`config.mk`:
```
export PLATFORM = sky130hd
export DESIGN_NAME = ubxr_track
export DESIGN_NICKNAME = d
export VERILOG_FILES = /design/src/ubxr_pkg.sv /design/src/ubxr_track.sv
export SDC_FILE = /design/constraint.sdc
export NUM_CORES = 1
export LEC_CHECK = 0
export BUFFER_PORTS_ARGS = -buffer_cell sky130_fd_sc_hd__buf_2
export CORE_MARGIN = 2
export CORE_UTILIZATION = 38
export CTS_CLUSTER_SIZE = 12
export DETAILED_ROUTE_END_ITERATION = 16
export GPL_TIMING_DRIVEN = 0
export MAX_ROUTING_LAYER = met4
export SETUP_SLACK_MARGIN = 0.4
export SKIP_LAST_GASP = 1
export SYNTH_ARGS = -nofsm -noshare
export SYNTH_HDL_FRONTEND = slang
export SYNTH_SLANG_ARGS = --single-unit
```
`constraint.sdc`:
```
create_clock -name clock -period 3.9 [get_ports clock]
set_input_delay 0 -clock clock [delete_from_list [all_inputs] [get_ports clock]]
set_output_delay 0 -clock clock [all_outputs]
set_load 0.005 [all_outputs]
```
`src/ubxr_pkg.sv`:
```
// Package for the UBX frame receive checker: status codes, register indexes,
// configuration and result structures and sizing constants.
// Depends on nothing; every other file of the block uses it by scoped names.
package ubxr_pkg;

   // Default upper bound on the bytes of one frame.
   localparam int MAX_FRAME_BYTES_DEFAULT = 1024;

   // Field widths fixed by the frame format and the registers.
   localparam int BYTE_W   = 8;
   localparam int LENGTH_W = 10;
   localparam int INDEX_W  = 2;

   // Sync bytes and the bytes of framing around the payload.
   localparam logic [BYTE_W-1:0] SYNC_FIRST  = 8'hB5;
   localparam logic [BYTE_W-1:0] SYNC_SECOND = 8'h62;
   localparam int FRAME_OVERHEAD = 8;

   // Configuration register indexes.
   localparam logic [INDEX_W-1:0] CSR_EXPECTED_CLASS  = 2'd0;
   localparam logic [INDEX_W-1:0] CSR_EXPECTED_ID     = 2'd1;
   localparam logic [INDEX_W-1:0] CSR_EXPECTED_LENGTH = 2'd2;

   // Frame status codes, the first error found in a frame.
   typedef enum logic [2:0] {
      ST_OK       = 3'd0,
      ST_SYNC1    = 3'd1,
      ST_SYNC2    = 3'd2,
      ST_CLASS    = 3'd3,
      ST_ID       = 3'd4,
      ST_LENGTH   = 3'd5,
      ST_CHECKSUM = 3'd6
   } status_type;

   // Register contents seen by the frame tracker.
   typedef struct packed {
      logic [BYTE_W-1:0]   expected_class;
      logic [BYTE_W-1:0]   expected_id;
      logic [LENGTH_W-1:0] expected_length;
   } config_type;

   // One result item.
   typedef struct packed {
      logic [BYTE_W-1:0] payload_byte;
      logic              payload_valid;
      logic              frame_last;
      status_type        frame_status;
   } result_type;

endpackage

```
`src/ubxr_track.sv`:
```
// Frame tracker: byte position, Fletcher-8 sums and first-error record,
// with the result of the byte at its input worked out in one pass.
// Depends on ubxr_pkg for constants, status codes and structures.
module ubxr_track #(
   parameter int MAX_FRAME_BYTES = ubxr_pkg::MAX_FRAME_BYTES_DEFAULT
) (
   input  logic                          clock,
   input  logic                          reset,
   input  logic                          accept,
   input  logic [ubxr_pkg::BYTE_W-1:0]   rx_byte,
   input  ubxr_pkg::config_type          cfg,
   output ubxr_pkg::result_type          result
);

   localparam int POS_W = $clog2(MAX_FRAME_BYTES);
   localparam int LEN_SUM_W = ubxr_pkg::LENGTH_W + 1;
   localparam int CMP_W = ((POS_W > LEN_SUM_W) ? POS_W : LEN_SUM_W) + 2;

   logic [POS_W-1:0]            pos_ff, pos_in;
   logic [ubxr_pkg::BYTE_W-1:0] sum_a_ff, sum_a_in;
   logic [ubxr_pkg::BYTE_W-1:0] sum_b_ff, sum_b_in;
   logic [ubxr_pkg::BYTE_W-1:0] length_low_ff, length_low_in;
   logic                        check_a_ff, check_a_in;
   ubxr_pkg::status_type        first_error_ff, first_error_in;

   logic [CMP_W-1:0]            frame_len;
   logic [CMP_W-1:0]            pos_wide;
   logic                        oversize;
   logic                        in_sum;
   logic                        in_payload;
   logic                        at_last;
   logic                        at_check_a;
   logic                        at_check_b;
   logic [15:0]                 declared_length;
   ubxr_pkg::status_type        hit;
   ubxr_pkg::status_type        error_next;
   logic [ubxr_pkg::BYTE_W-1:0] sum_a_next;

   // Frame geometry from the expected length.
   assign frame_len = CMP_W'(cfg.expected_length) + CMP_W'(ubxr_pkg::FRAME_OVERHEAD);
   assign pos_wide  = CMP_W'(pos_ff);
   assign oversize  = frame_len > CMP_W'(MAX_FRAME_BYTES);

   // Regions of the frame for this byte.
   assign in_sum     = (pos_wide >= CMP_W'(2)) && (pos_wide <= frame_len - CMP_W'(3));
   assign in_payload = (pos_wide >= CMP_W'(6)) && (pos_wide <= frame_len - CMP_W'(3));
   assign at_check_a = pos_wide == frame_len - CMP_W'(2);
   assign at_check_b = pos_wide == frame_len - CMP_W'(1);
   assign at_last    = pos_wide >= frame_len - CMP_W'(1);

   assign declared_length = {rx_byte, length_low_ff};
   assign sum_a_next      = sum_a_ff + rx_byte;

   // Error raised by this byte alone, then kept only if none came before.
   always_comb begin
      hit = ubxr_pkg::ST_OK;
      priority if (pos_wide == CMP_W'(0)) begin
         if (rx_byte != ubxr_pkg::SYNC_FIRST) hit = ubxr_pkg::ST_SYNC1;
      end else if (pos_wide == CMP_W'(1)) begin
         if (rx_byte != ubxr_pkg::SYNC_SECOND) hit = ubxr_pkg::ST_SYNC2;
      end else if (pos_wide == CMP_W'(2)) begin
         if (rx_byte != cfg.expected_class) hit = ubxr_pkg::ST_CLASS;
      end else if (pos_wide == CMP_W'(3)) begin
         if (rx_byte != cfg.expected_id) hit = ubxr_pkg::ST_ID;
      end else if (pos_wide == CMP_W'(5)) begin
         if (declared_length != 16'(cfg.expected_length)) hit = ubxr_pkg::ST_LENGTH;
      end else if (at_check_b) begin
         if (!check_a_ff || (rx_byte != sum_b_ff)) hit = ubxr_pkg::ST_CHECKSUM;
      end else begin
         hit = ubxr_pkg::ST_OK;
      end
      error_next = (first_error_ff == ubxr_pkg::ST_OK) ? hit : first_error_ff;
   end

   // Result of this byte and the state it leaves behind.
   always_comb begin
      pos_in         = pos_ff + POS_W'(1);
      sum_a_in       = in_sum ? sum_a_next : sum_a_ff;
      sum_b_in       = in_sum ? (sum_b_ff + sum_a_next) : sum_b_ff;
      length_low_in  = (pos_wide == CMP_W'(4)) ? rx_byte : length_low_ff;
      check_a_in     = at_check_a ? (rx_byte == sum_a_ff) : check_a_ff;
      first_error_in = error_next;

      result.payload_byte  = in_payload ? rx_byte : '0;
      result.payload_valid = in_payload;
      result.frame_last    = at_last;
      result.frame_status  = at_last ? error_next : ubxr_pkg::ST_OK;

      if (oversize) begin
         result.payload_byte  = '0;
         result.payload_valid = 1'b0;
         result.frame_last    = 1'b1;
         result.frame_status  = ubxr_pkg::ST_LENGTH;
      end

      // A frame end, or a frame that cannot fit, returns to the start state.
      if (oversize || at_last) begin
         pos_in         = '0;
         sum_a_in       = '0;
         sum_b_in       = '0;
         length_low_in  = '0;
         check_a_in     = 1'b0;
         first_error_in = ubxr_pkg::ST_OK;
      end
   end

   // Frame state, advanced by each accepted transaction.
   always_ff @(posedge clock) begin
      if (reset) begin
         pos_ff         <= '0;
         sum_a_ff       <= '0;
         sum_b_ff       <= '0;
         length_low_ff  <= '0;
         check_a_ff     <= 1'b0;
         first_error_ff <= ubxr_pkg::ST_OK;
      end else if (accept) begin
         pos_ff         <= pos_in;
         sum_a_ff       <= sum_a_in;
         sum_b_ff       <= sum_b_in;
         length_low_ff  <= length_low_in;
         check_a_ff     <= check_a_in;
         first_error_ff <= first_error_in;
      end
   end

   // The position always stays inside the largest frame.
   a_pos_bound: assert property (@(posedge clock) disable iff (reset)
      pos_wide < CMP_W'(MAX_FRAME_BYTES))
      else $error("byte position beyond the largest frame");

   // A frame end leaves the tracker at the first byte.
   a_restart: assert property (@(posedge clock) disable iff (reset)
      (accept && result.frame_last) |=> (pos_ff == '0))
      else $error("tracker did not restart after frame end");

   // Payload bytes never coincide with the last byte.
   a_payload_not_last: assert property (@(posedge clock) disable iff (reset)
      result.payload_valid |-> !result.frame_last)
      else $error("payload byte flagged as frame end");

   // A checksum error is reported at once and never held over.
   a_no_held_checksum: assert property (@(posedge clock) disable iff (reset)
      first_error_ff != ubxr_pkg::ST_CHECKSUM)
      else $error("checksum error held in state");

endmodule

```
==> impl_metrics.py, run 1 <==
metrics = {
    "placement": {
        "placed_cell_area_sq_um": 4800,
        "hpwl_mm": 10.2,
        "routabilityCongestion": 0.977,
        "port_buffers": 45,
        "dp_cells": 735,
    },
    "sta": {
        "holdWs_ns": 0.0705,
        "period_share": 0.858,
        "min_period_ns": 3.35,
        "rsz0062_at_grt": "no",
        "worst_slew_pin_slew_ns": 0.731,
        "final-hold-violation-count": 0,
        "setup_viol": 0,
        "fmax_mhz": 299,
        "max-slew-margin-rel": 0.509,
        "fin_setup_tns_ns": 0,
        "slew_violations": 0,
        "finalClockSkew_ns": 0.00906,
    },
    "synthesis": {
        "yosysSeqAreaShare": 0.173,
        "synth_fp_nets": 630,
        "ys_types": 68,
        "yosysTopAreaCellShare": 0.173,
        "synth_edf_count": 0,
        "yosys_warnings": 0,
        "syn-mean-instance-area_sq_um": 8.03,
        "ys_ff_latch": 38,
        "syn_area_sq_um": 4390,
        "yosys-top-cells-area": "dfxtp_1 17%, ha_1 13%, xor2_1 9.8%",
        "yosysTopAreaCell": "dfxtp_1",
        "synth_most_common_cell": "xor2_1",
        "synth_cells": 547,
        "synth_commonest_cells": "49 x xor2_1, 44 x ha_1, 40 x nor2_1",
        "async_reset_ff_frac": 0,
        "synth_ff_type": "dfxtp_1",
    },
    "drt": {
        "drc": 0,
        "route.layer.met1.wl_mm": 6.11,
        "highest_layer": "met4",
        "ant_nets": 0,
        "wirelength_mm": 13.0,
        "avgRoutedWirePerCell_um": 17.4,
        "wl_met2_mm": 6.04,
        "drtIter0Drc": 250,
        "dr_wl_met3_um": 704,
        "firstDrtPassIters": 4,
        "vias_per_cell": 5.62,
        "vias": 4207,
    },
    "clock_tree": {
        "cts_tree": "yes",
        "clkSlewWorstSetupHoldPaths_ns": 0.06,
        "clock_sinks": 38,
        "clockBufferDepth": 2,
        "cts_root_buffer": "clkbuf_16",
        "htreeDepth": 2,
        "cts-hold-fix-buffers": 0,
        "cts_made_buffers": 5,
        "clock_latency_ns": 0.29,
    },
    "grt": {
        "grt_start_max_net_pins": 13,
        "grt_first_pass_wirelength_mm": 21.0,
        "globalRouteOverflowTotal": 0,
        "grt_pass1_vias": 4166,
        "antenna_found_initial": 0,
        "grtUsageTotal": 0.215,
    },
    "floorplanning": {
        "die_y_um": 112,
        "die_w_um": 112,
        "core_area_sq_um": 11400,
        "rows": 39,
        "io_pins": 50,
        "dieArea_sq_um": 12400,
        "initial_core_util": 0.386,
    },
    "min_path": {
        "hp-class": "in2reg",
        "whs_path_depth": 3,
    },
    "final_layout": {
        "n_antenna_cell": 0,
        "syn_to_final_growth_pct": 15.9,
        "final_nets": 688,
        "drive_gt1_frac": 0.168,
        "fin_cells": 749,
        "design_area_sq_um": 5090,
    },
    "setup_path": {
        "r2r.worst_path.cells": 14,
        "cp_max_fo": 10,
        "cp-start-kind": "input pin",
        "crit_path_end_kind": "output pin",
        "cp.required_ns": 3.90,
        "arrival_ns": 3.35,
        "critPathKind": "in2out",
    },
    "run_status": {
        "status": "finished clean",
    },
    "power_and_ir_drop": {
        "pwr_density_cell_nw_per_um2": 242,
        "report.power.total_mw": 1.23,
        "ir_drop_uv": 136,
        "power_leakage_nw": 2.09,
    },
    "job": {
        "drv_cap": 0,
    },
}
==> logic make-up after synthesis <==
group,Yosys count,synth area share
AND/OR/NAND/NOR,194,0.240
AO/OA/AOI/OAI,122,0.201
XOR/XNOR,88,0.182
buffers and inverters,55,0.0604
adder cells (fa/ha/maj),46,0.134
flip-flops,38,0.173
multiplexers,4,0.00968
==> state kept, by name, indices dropped and copies added, names as in the netlist <==
name and count:
check_a_ff 1, first_error_ff 3, length_low_ff 8, pos_ff 10, sum_a_ff 8, sum_b_ff 8
==> power by group <==
group	switching (mW)	leakage, nW	internal [mW]	total (mW)
combinational	0.227	1.71	0.169	0.396
clock	0.167	0.0729	0.253	0.421
sequential	0.0139	0.308	0.402	0.416
total	0.409	2.09	0.823	1.23
==> path summary, 6_finish.rpt <==
path / start / to / slack [ns]
max reg2reg: sum_a_ff[0] / sum_b_ff[7] / 0.73
min reg2reg: sum_a_ff[4] / sum_a_ff[4] / 0.48
min: reset / sum_a_ff[7] / 0.07
max: cfg[3] / result[0] / 0.55
==> routing by layer <==
| metal | vias to the layer above | global-route usage |
|---|---|---|
| li1 | 2071 | - |
| met1 | 1993 | 0.289 |
| met2 | 129 | 0.344 |
| met3 | 14 | 0.0294 |
| met5 | - | - |
| met4 | 0 | 0.0494 |
==> area by class of cell <==
| cell class | instances | area (sq um) |
|---|---|---|
| fill | 1166 | 6280 |
| inverter | 25 | 93.8 |
| clock inverter | 2 | 12.5 |
| clock buffer | 6 | 139 |
| buffer | 30 | 174 |
| tap | 143 | 179 |
| sequential | 38 | 761 |
| timing repair buffer | 51 | 270 |
| multi-input combinational | 454 | 3460 |
==> worst max-delay path: stages <==
cell and delay [ns]:
buf_2 0.14, ha_1 0.24, buf_2 0.20, and3_1 0.23
nor3_1 0.19, a21oi_2 0.09, nor4_2 0.24, xor2_1 0.12
ha_1 0.32, and3_1 0.15, nand3_1 0.16, o21bai_1 0.27
o221ai_4 0.27, nand2_2 0.12, buf_4 0.15, buf_4 0.13
a21oi_1 0.17, buf_2 0.14
==> repair_timing <==
item	CTS	global route
endpoints found under the hold margin	0	0
gates resized for setup	5	17
gates cloned	0	0
pin swaps	1	2
setup endpoints to repair	34	47
setup buffers	2	4
==> cells in the final DEF (no fill, tap or decap), types with 4 or more instances in the layout <==
cell type | synthesis | layout
xor2_1 | 49 | 49
buf_2 | 3 | 48
ha_1 | 44 | 44
nor2_1 | 40 | 40
dfxtp_1 | 38 | 38
xnor2_1 | 37 | 37
nand2_1 | 33 | 32
a21oi_1 | 34 | 30
inv_1 | 25 | 25
nand2b_1 | 20 | 20
o21ai_0 | 18 | 18
clkbuf_1 | 18 | 16
nor3_1 | 13 | 13
nand4_1 | 11 | 11
o32ai_1 | 11 | 11
nand3_1 | 11 | 10
and2_1 | 8 | 9
nor4_1 | 11 | 9
buf_4 | 2 | 8
or3_1 | 8 | 8
a21o_1 | 7 | 7
nor2b_1 | 7 | 7
o21a_1 | 7 | 7
a211oi_1 | 7 | 6
and3_1 | 5 | 5
nand4b_1 | 5 | 5
clkbuf_16 | 0 | 5
a31oi_1 | 4 | 4
nor3b_1 | 4 | 4
buf_6 | 4 | 4
==> per-stage QoR <==
stage	utilization	worst slack [ns]
6_report	0.448	0.552
5_1_grt	0.448	0.347
4_1_cts	0.438	0.424
3_5_place_dp	0.422	-0.0931
3_3_place_gp	0.422	-0.000935
2_1_floorplan	-	0.705
Note: power is estimated with default switching activity, not from simulation.
==> run 2, diff against run 1 <==
Settings changed: PLACE_DENSITY_LB_ADDON from default to 0.08.
==> impl_metrics.py, run 2 (synthesized netlist as in run 1, its figures left out) <==
metrics = {
    "placement": {
        "dp_cells": 735,
        "port_buffers": 45,
        "hpwl_mm": 10.7,
        "pre_cts_ws_ns": -0.0254,
        "placed_cell_area_sq_um": 4800,
        "routabilityCongestion": 0.845,
    },
    "sta": {
        "setup_ws_ns": 0.599,
        "finalClockSkew_ns": 0.00886,
        "period_share": 0.846,
        "worst_slew_pin_slew_ns": 0.854,
        "slew_violations": 0,
        "max-slew-margin-rel": 0.427,
        "min_period_ns": 3.30,
        "holdWs_ns": 0.0521,
        "setup_viol": 0,
        "fmax_mhz": 303,
        "rsz0062_at_grt": "yes",
        "fin_setup_tns_ns": 0,
        "final-hold-violation-count": 0,
    },
    "drt": {
        "drc": 0,
        "ant_nets": 0,
        "avgRoutedWirePerCell_um": 18.2,
        "firstDrtPassIters": 6,
        "drtIter0Drc": 287,
        "vias": 4164,
        "wirelength_mm": 13.5,
        "vias_per_cell": 5.60,
    },
    "final_layout": {
        "mostFrequentLayoutCell": "xor2_1",
        "layout_common_cells": "49 x xor2_1, 47 x buf_2, 44 x ha_1",
        "largest_register_ffs": 10,
        "fillers": 1165,
        "fin_cells": 744,
        "final_nets": 684,
        "top_register": "pos_ff",
        "drive_gt1_frac": 0.158,
        "design_area_sq_um": 5070,
        "n_antenna_cell": 0,
        "fin_util": 0.446,
        "syn_to_final_growth_pct": 15.4,
    },
    "clock_tree": {
        "cts_root_buffer": "clkbuf_16",
        "clock_latency_ns": 0.30,
        "cts_tree": "yes",
        "htreeDepth": 2,
        "cts_made_buffers": 5,
        "clkSlewWorstSetupHoldPaths_ns": 0.06,
        "clock_sinks": 38,
        "clockBufferDepth": 2,
    },
    "min_path": {
        "holdPathEnd": "sum_a_ff[7]",
        "whs_path_depth": 3,
        "hp-class": "in2reg",
        "hp-start": "reset",
    },
    "floorplanning": {
        "die_w_um": 112,
        "core_area_sq_um": 11400,
        "rows": 39,
        "initial_core_util": 0.386,
        "dieArea_sq_um": 12400,
        "die_y_um": 112,
        "io_pins": 50,
    },
    "setup_path": {
        "reg2reg_slack_ns": 0.78,
        "cp_slowest_stage_delay_ns": 0.36,
        "crit_chain": "buf_2, ha_1, clkbuf_4, nand2_2, o31ai_2, nand3_1, xnor2_1, ha_1, and3_1, nand3_1, nor4_2, o41ai_1, nand4b_1, a211oi_1, o21a_1, buf_2",
        "critPathKind": "in2out",
        "arrival_ns": 3.30,
        "worst_r2r_startpoint": "sum_a_ff[0]",
        "cp-start-kind": "input pin",
        "crit_slowest_cell": "o31ai_2",
        "r2r-end": "sum_b_ff[7]",
        "cp_max_fo": 10,
        "crit_path_end_kind": "output pin",
        "r2r.worst_path.cells": 12,
        "cp.required_ns": 3.90,
    },
    "job": {
        "drv_cap": 0,
    },
    "grt": {
        "grtUsageTotal": 0.225,
        "grt_pass1_vias": 4115,
        "grt_first_pass_wirelength_mm": 21.5,
        "globalRouteOverflowTotal": 0,
        "antenna_found_initial": 0,
        "grt_start_max_net_pins": 12,
    },
    "power_and_ir_drop": {
        "power_leakage_nw": 2.08,
        "pwr_density_cell_nw_per_um2": 256,
        "report.power.total_mw": 1.30,
        "ir_drop_uv": 289,
    },
    "run_status": {
        "status": "finished clean",
    },
}
run 2: worst max-delay path: cells and delay by family:
family | cells | cell delay [ns]
xor+xnor | 1 | 0.16
simple gates | 6 | 1.13
fa+ha+maj | 2 | 0.56
buf+inv | 3 | 0.50
compound gates | 4 | 0.94
run 2: worst max path at each step:
stage	from	end	slack [ns]	depth (start not counted)
final	cfg[3]	result[1]	0.60	16
after global routing	cfg[3]	result[1]	0.37	16
after CTS	cfg[2]	result[1]	0.43	16
after detailed placement	cfg[3]	sum_b_ff[1]	-0.03	18
after global placement	cfg[3]	sum_a_ff[6]	-0.02	16
after floorplan	cfg[3]	sum_b_ff[1]	0.70	17
run 2: metal layers:
layer / wire [um] / global-route usage
met1: 6370 / 0.284
met2: 6300 / 0.370
met4: 284 / 0.0716
met5: 0 / -
met3: 590 / 0.0381
run 2: layout make-up:
| cell class | instances | area [sq um] | share of cell area |
|---|---|---|---|
| multi-input combinational | 454 | 3450 | 0.681 |
| sequential | 38 | 761 | 0.150 |
| timing repair buffer | 47 | 240 | 0.0474 |
| tap | 143 | 179 | 0.0353 |
| buffer | 30 | 176 | 0.0348 |
| clock buffer | 6 | 139 | 0.0274 |
| inverter | 25 | 93.8 | 0.0185 |
| clock inverter | 1 | 30.0 | 0.00592 |
run 2: what timing repair did:
item	CTS	global route
pin swaps	1	2
buffers inserted	2	0
hold buffers	0	0
setup endpoints to repair	33	45
gates resized for setup	3	18
run 2: power breakdown:
part | switching [mW] | total, mW | leakage [nW] | internal, mW
Clock | 0.170 | 0.485 | 0.0829 | 0.316
Sequential | 0.0134 | 0.415 | 0.308 | 0.402
Combinational | 0.229 | 0.395 | 1.69 | 0.166
==> run 3, diff against run 2 <==
Clock period 3.9 ns to 3.43 ns, I/O delays scaled along.
==> impl_metrics.py, run 3 (synthesized netlist as in run 1, its figures left out) <==
metrics = {
    "final_layout": {
        "top_register": "pos_ff",
        "n_antenna_cell": 0,
        "multi_input_comb_area_sq_um": 3800,
        "final_nets": 711,
        "layout_common_cells": "49 x xor2_1, 45 x buf_2, 40 x nor2_1",
        "ff_latch_area_sq_um": 761,
        "drive_gt1_frac": 0.270,
        "fin_util": 0.503,
        "fin_cells": 772,
        "syn_to_final_growth_pct": 30.1,
        "fillers": 1091,
        "mostFrequentLayoutCell": "xor2_1",
        "design_area_sq_um": 5720,
        "largest_register_ffs": 10,
    },
    "setup_path": {
        "worst_r2r_startpoint": "sum_a_ff[0]",
        "reg2reg_slack_ns": 0.45,
        "critPathLaunch": "cfg[4]",
        "critPathKind": "in2out",
        "r2r.worst_path.cells": 14,
        "cp_max_fo": 3,
        "cp-start-kind": "input pin",
        "cp_common_cell": "buf_8",
        "crit_path_end_kind": "output pin",
        "arrival_ns": 3.02,
        "crit_slowest_cell": "and4bb_4",
        "cp.required_ns": 3.43,
        "r2r-end": "sum_b_ff[7]",
        "crit_chain": "buf_8, ha_4, buf_8, and4bb_4, buf_6, buf_4, nand3_2, xnor2_1, ha_1, and3_4, nand3_4, nor4_4, o41ai_2, nand4b_1, a211oi_2, o21a_1, buf_2",
        "cp_slowest_stage_delay_ns": 0.34,
    },
    "grt": {
        "globalRouteOverflowTotal": 0,
        "antenna_found_initial": 0,
        "grtUsageTotal": 0.228,
        "grt_first_pass_wirelength_mm": 21.9,
        "grt_pass1_vias": 4047,
        "grt_start_max_net_pins": 13,
    },
    "sta": {
        "fmax_mhz": 331,
        "worst_slew_pin_slew_ns": 0.784,
        "slew_violations": 0,
        "period_share": 0.882,
        "setup_viol": 0,
        "rsz0062_at_grt": "yes",
        "max-slew-margin-rel": 0.474,
        "finalClockSkew_ns": 0.00703,
        "final-hold-violation-count": 0,
        "min_period_ns": 3.02,
        "holdWs_ns": 0.0538,
    },
    "min_path": {
        "holdPathEnd": "sum_a_ff[7]",
        "hp-start": "reset",
        "whs_path_depth": 3,
        "hp-class": "in2reg",
    },
    "drt": {
        "drtIter0Drc": 337,
        "vias_per_cell": 5.64,
        "avgRoutedWirePerCell_um": 18.5,
        "drc": 0,
        "ant_nets": 0,
        "firstDrtPassIters": 5,
        "wirelength_mm": 14.3,
        "vias": 4356,
    },
    "placement": {
        "placed_cell_area_sq_um": 4820,
        "dp_cells": 735,
        "routabilityCongestion": 0.871,
        "hpwl_mm": 10.5,
        "port_buffers": 45,
    },
    "floorplanning": {
        "core_area_sq_um": 11400,
        "die_y_um": 112,
        "die_w_um": 112,
        "io_pins": 50,
        "rows": 39,
        "dieArea_sq_um": 12400,
        "initial_core_util": 0.386,
    },
    "power_and_ir_drop": {
        "ir_drop_uv": 187,
        "power_leakage_nw": 2.30,
        "pwr_density_cell_nw_per_um2": 266,
        "report.power.total_mw": 1.52,
    },
    "clock_tree": {
        "clock_sinks": 38,
        "clockBufferDepth": 2,
        "clock_latency_ns": 0.29,
        "htreeDepth": 2,
        "clkSlewWorstSetupHoldPaths_ns": 0.06,
        "cts_made_buffers": 5,
        "cts_root_buffer": "clkbuf_16",
        "cts_tree": "yes",
    },
    "job": {
        "drv_cap": 0,
    },
    "run_status": {
        "status": "finished clean",
    },
}
run 3: cell types whose count changed in the layout (fill, tap and decap cells not counted), moves of 5 or more:
cell and change:
a21oi_1 -6, a21oi_2 +5, buf_4 +23, ha_1 -6, o32ai_1 -9, o32ai_2 +5
run 3: worst max-delay path by stage:
| stage | slack (ns) | to | cells past startpoint |
|---|---|---|---|
| 2_1_floorplan | 0.41 | sum_b_ff[1] | 17 |
| 3_3_place_gp | -0.37 | sum_a_ff[3] | 16 |
| 3_5_place_dp | -0.37 | sum_a_ff[1] | 17 |
| 4_1_cts | 0.37 | result[1] | 17 |
| 5_1_grt | 0.27 | result[1] | 16 |
| 6_report | 0.41 | result[1] | 17 |
run 3: stage by stage:
stage	setup slack [ns]	setup TNS [ns]
3_3_place_gp	-0.366	-8.63
5_1_grt	0.269	0
4_1_cts	0.373	0
3_5_place_dp	-0.368	-9.31
2_1_floorplan	0.406	0
6_report	0.405	0
run 3: worst max-delay path, delay by kind of cell:
| family | cells | cell delay [ns] |
|---|---|---|
| adders and majority gates | 2 | 0.55 |
| and+or+nand+nor | 6 | 1.21 |
| AOI/OAI and AO/OA | 3 | 0.53 |
| xor gates and xnor gates | 1 | 0.15 |
| buffers and inverters | 5 | 0.57 |
run 3: what timing repair did:
| action | CTS | global route |
|---|---|---|
| setup endpoints to repair | 51 | 47 |
| cloned | 1 | 0 |
| gates resized for setup | 43 | 70 |
| hold buffers | 0 | 0 |
| setup buffers | 11 | 17 |
| pin swaps | 9 | 40 |
run 3: layout make-up:
class / instances / area share
tap: 143 / 0.0313
buffer: 30 / 0.0381
sequential: 38 / 0.133
clock buffer: 6 / 0.0243
inverter: 25 / 0.0169
clock inverter: 2 / 0.00219
multi-input combinational: 454 / 0.664
timing repair buffer: 74 / 0.0902
run 3: power by group:
group,leakage [nW],internal [mW],switching (mW),total (mW)
logic,1.92,0.245,0.305,0.549
registers,0.308,0.457,0.0175,0.474
clock network,0.0729,0.288,0.208,0.496
total,2.30,0.990,0.530,1.52
run 3: metal layers:
metal / part of all wire / GRT usage
met3: 0.041 / 0.0321
met4: 0.012 / 0.0527
met1: 0.48 / 0.319
met5: 0 / -
met2: 0.46 / 0.350
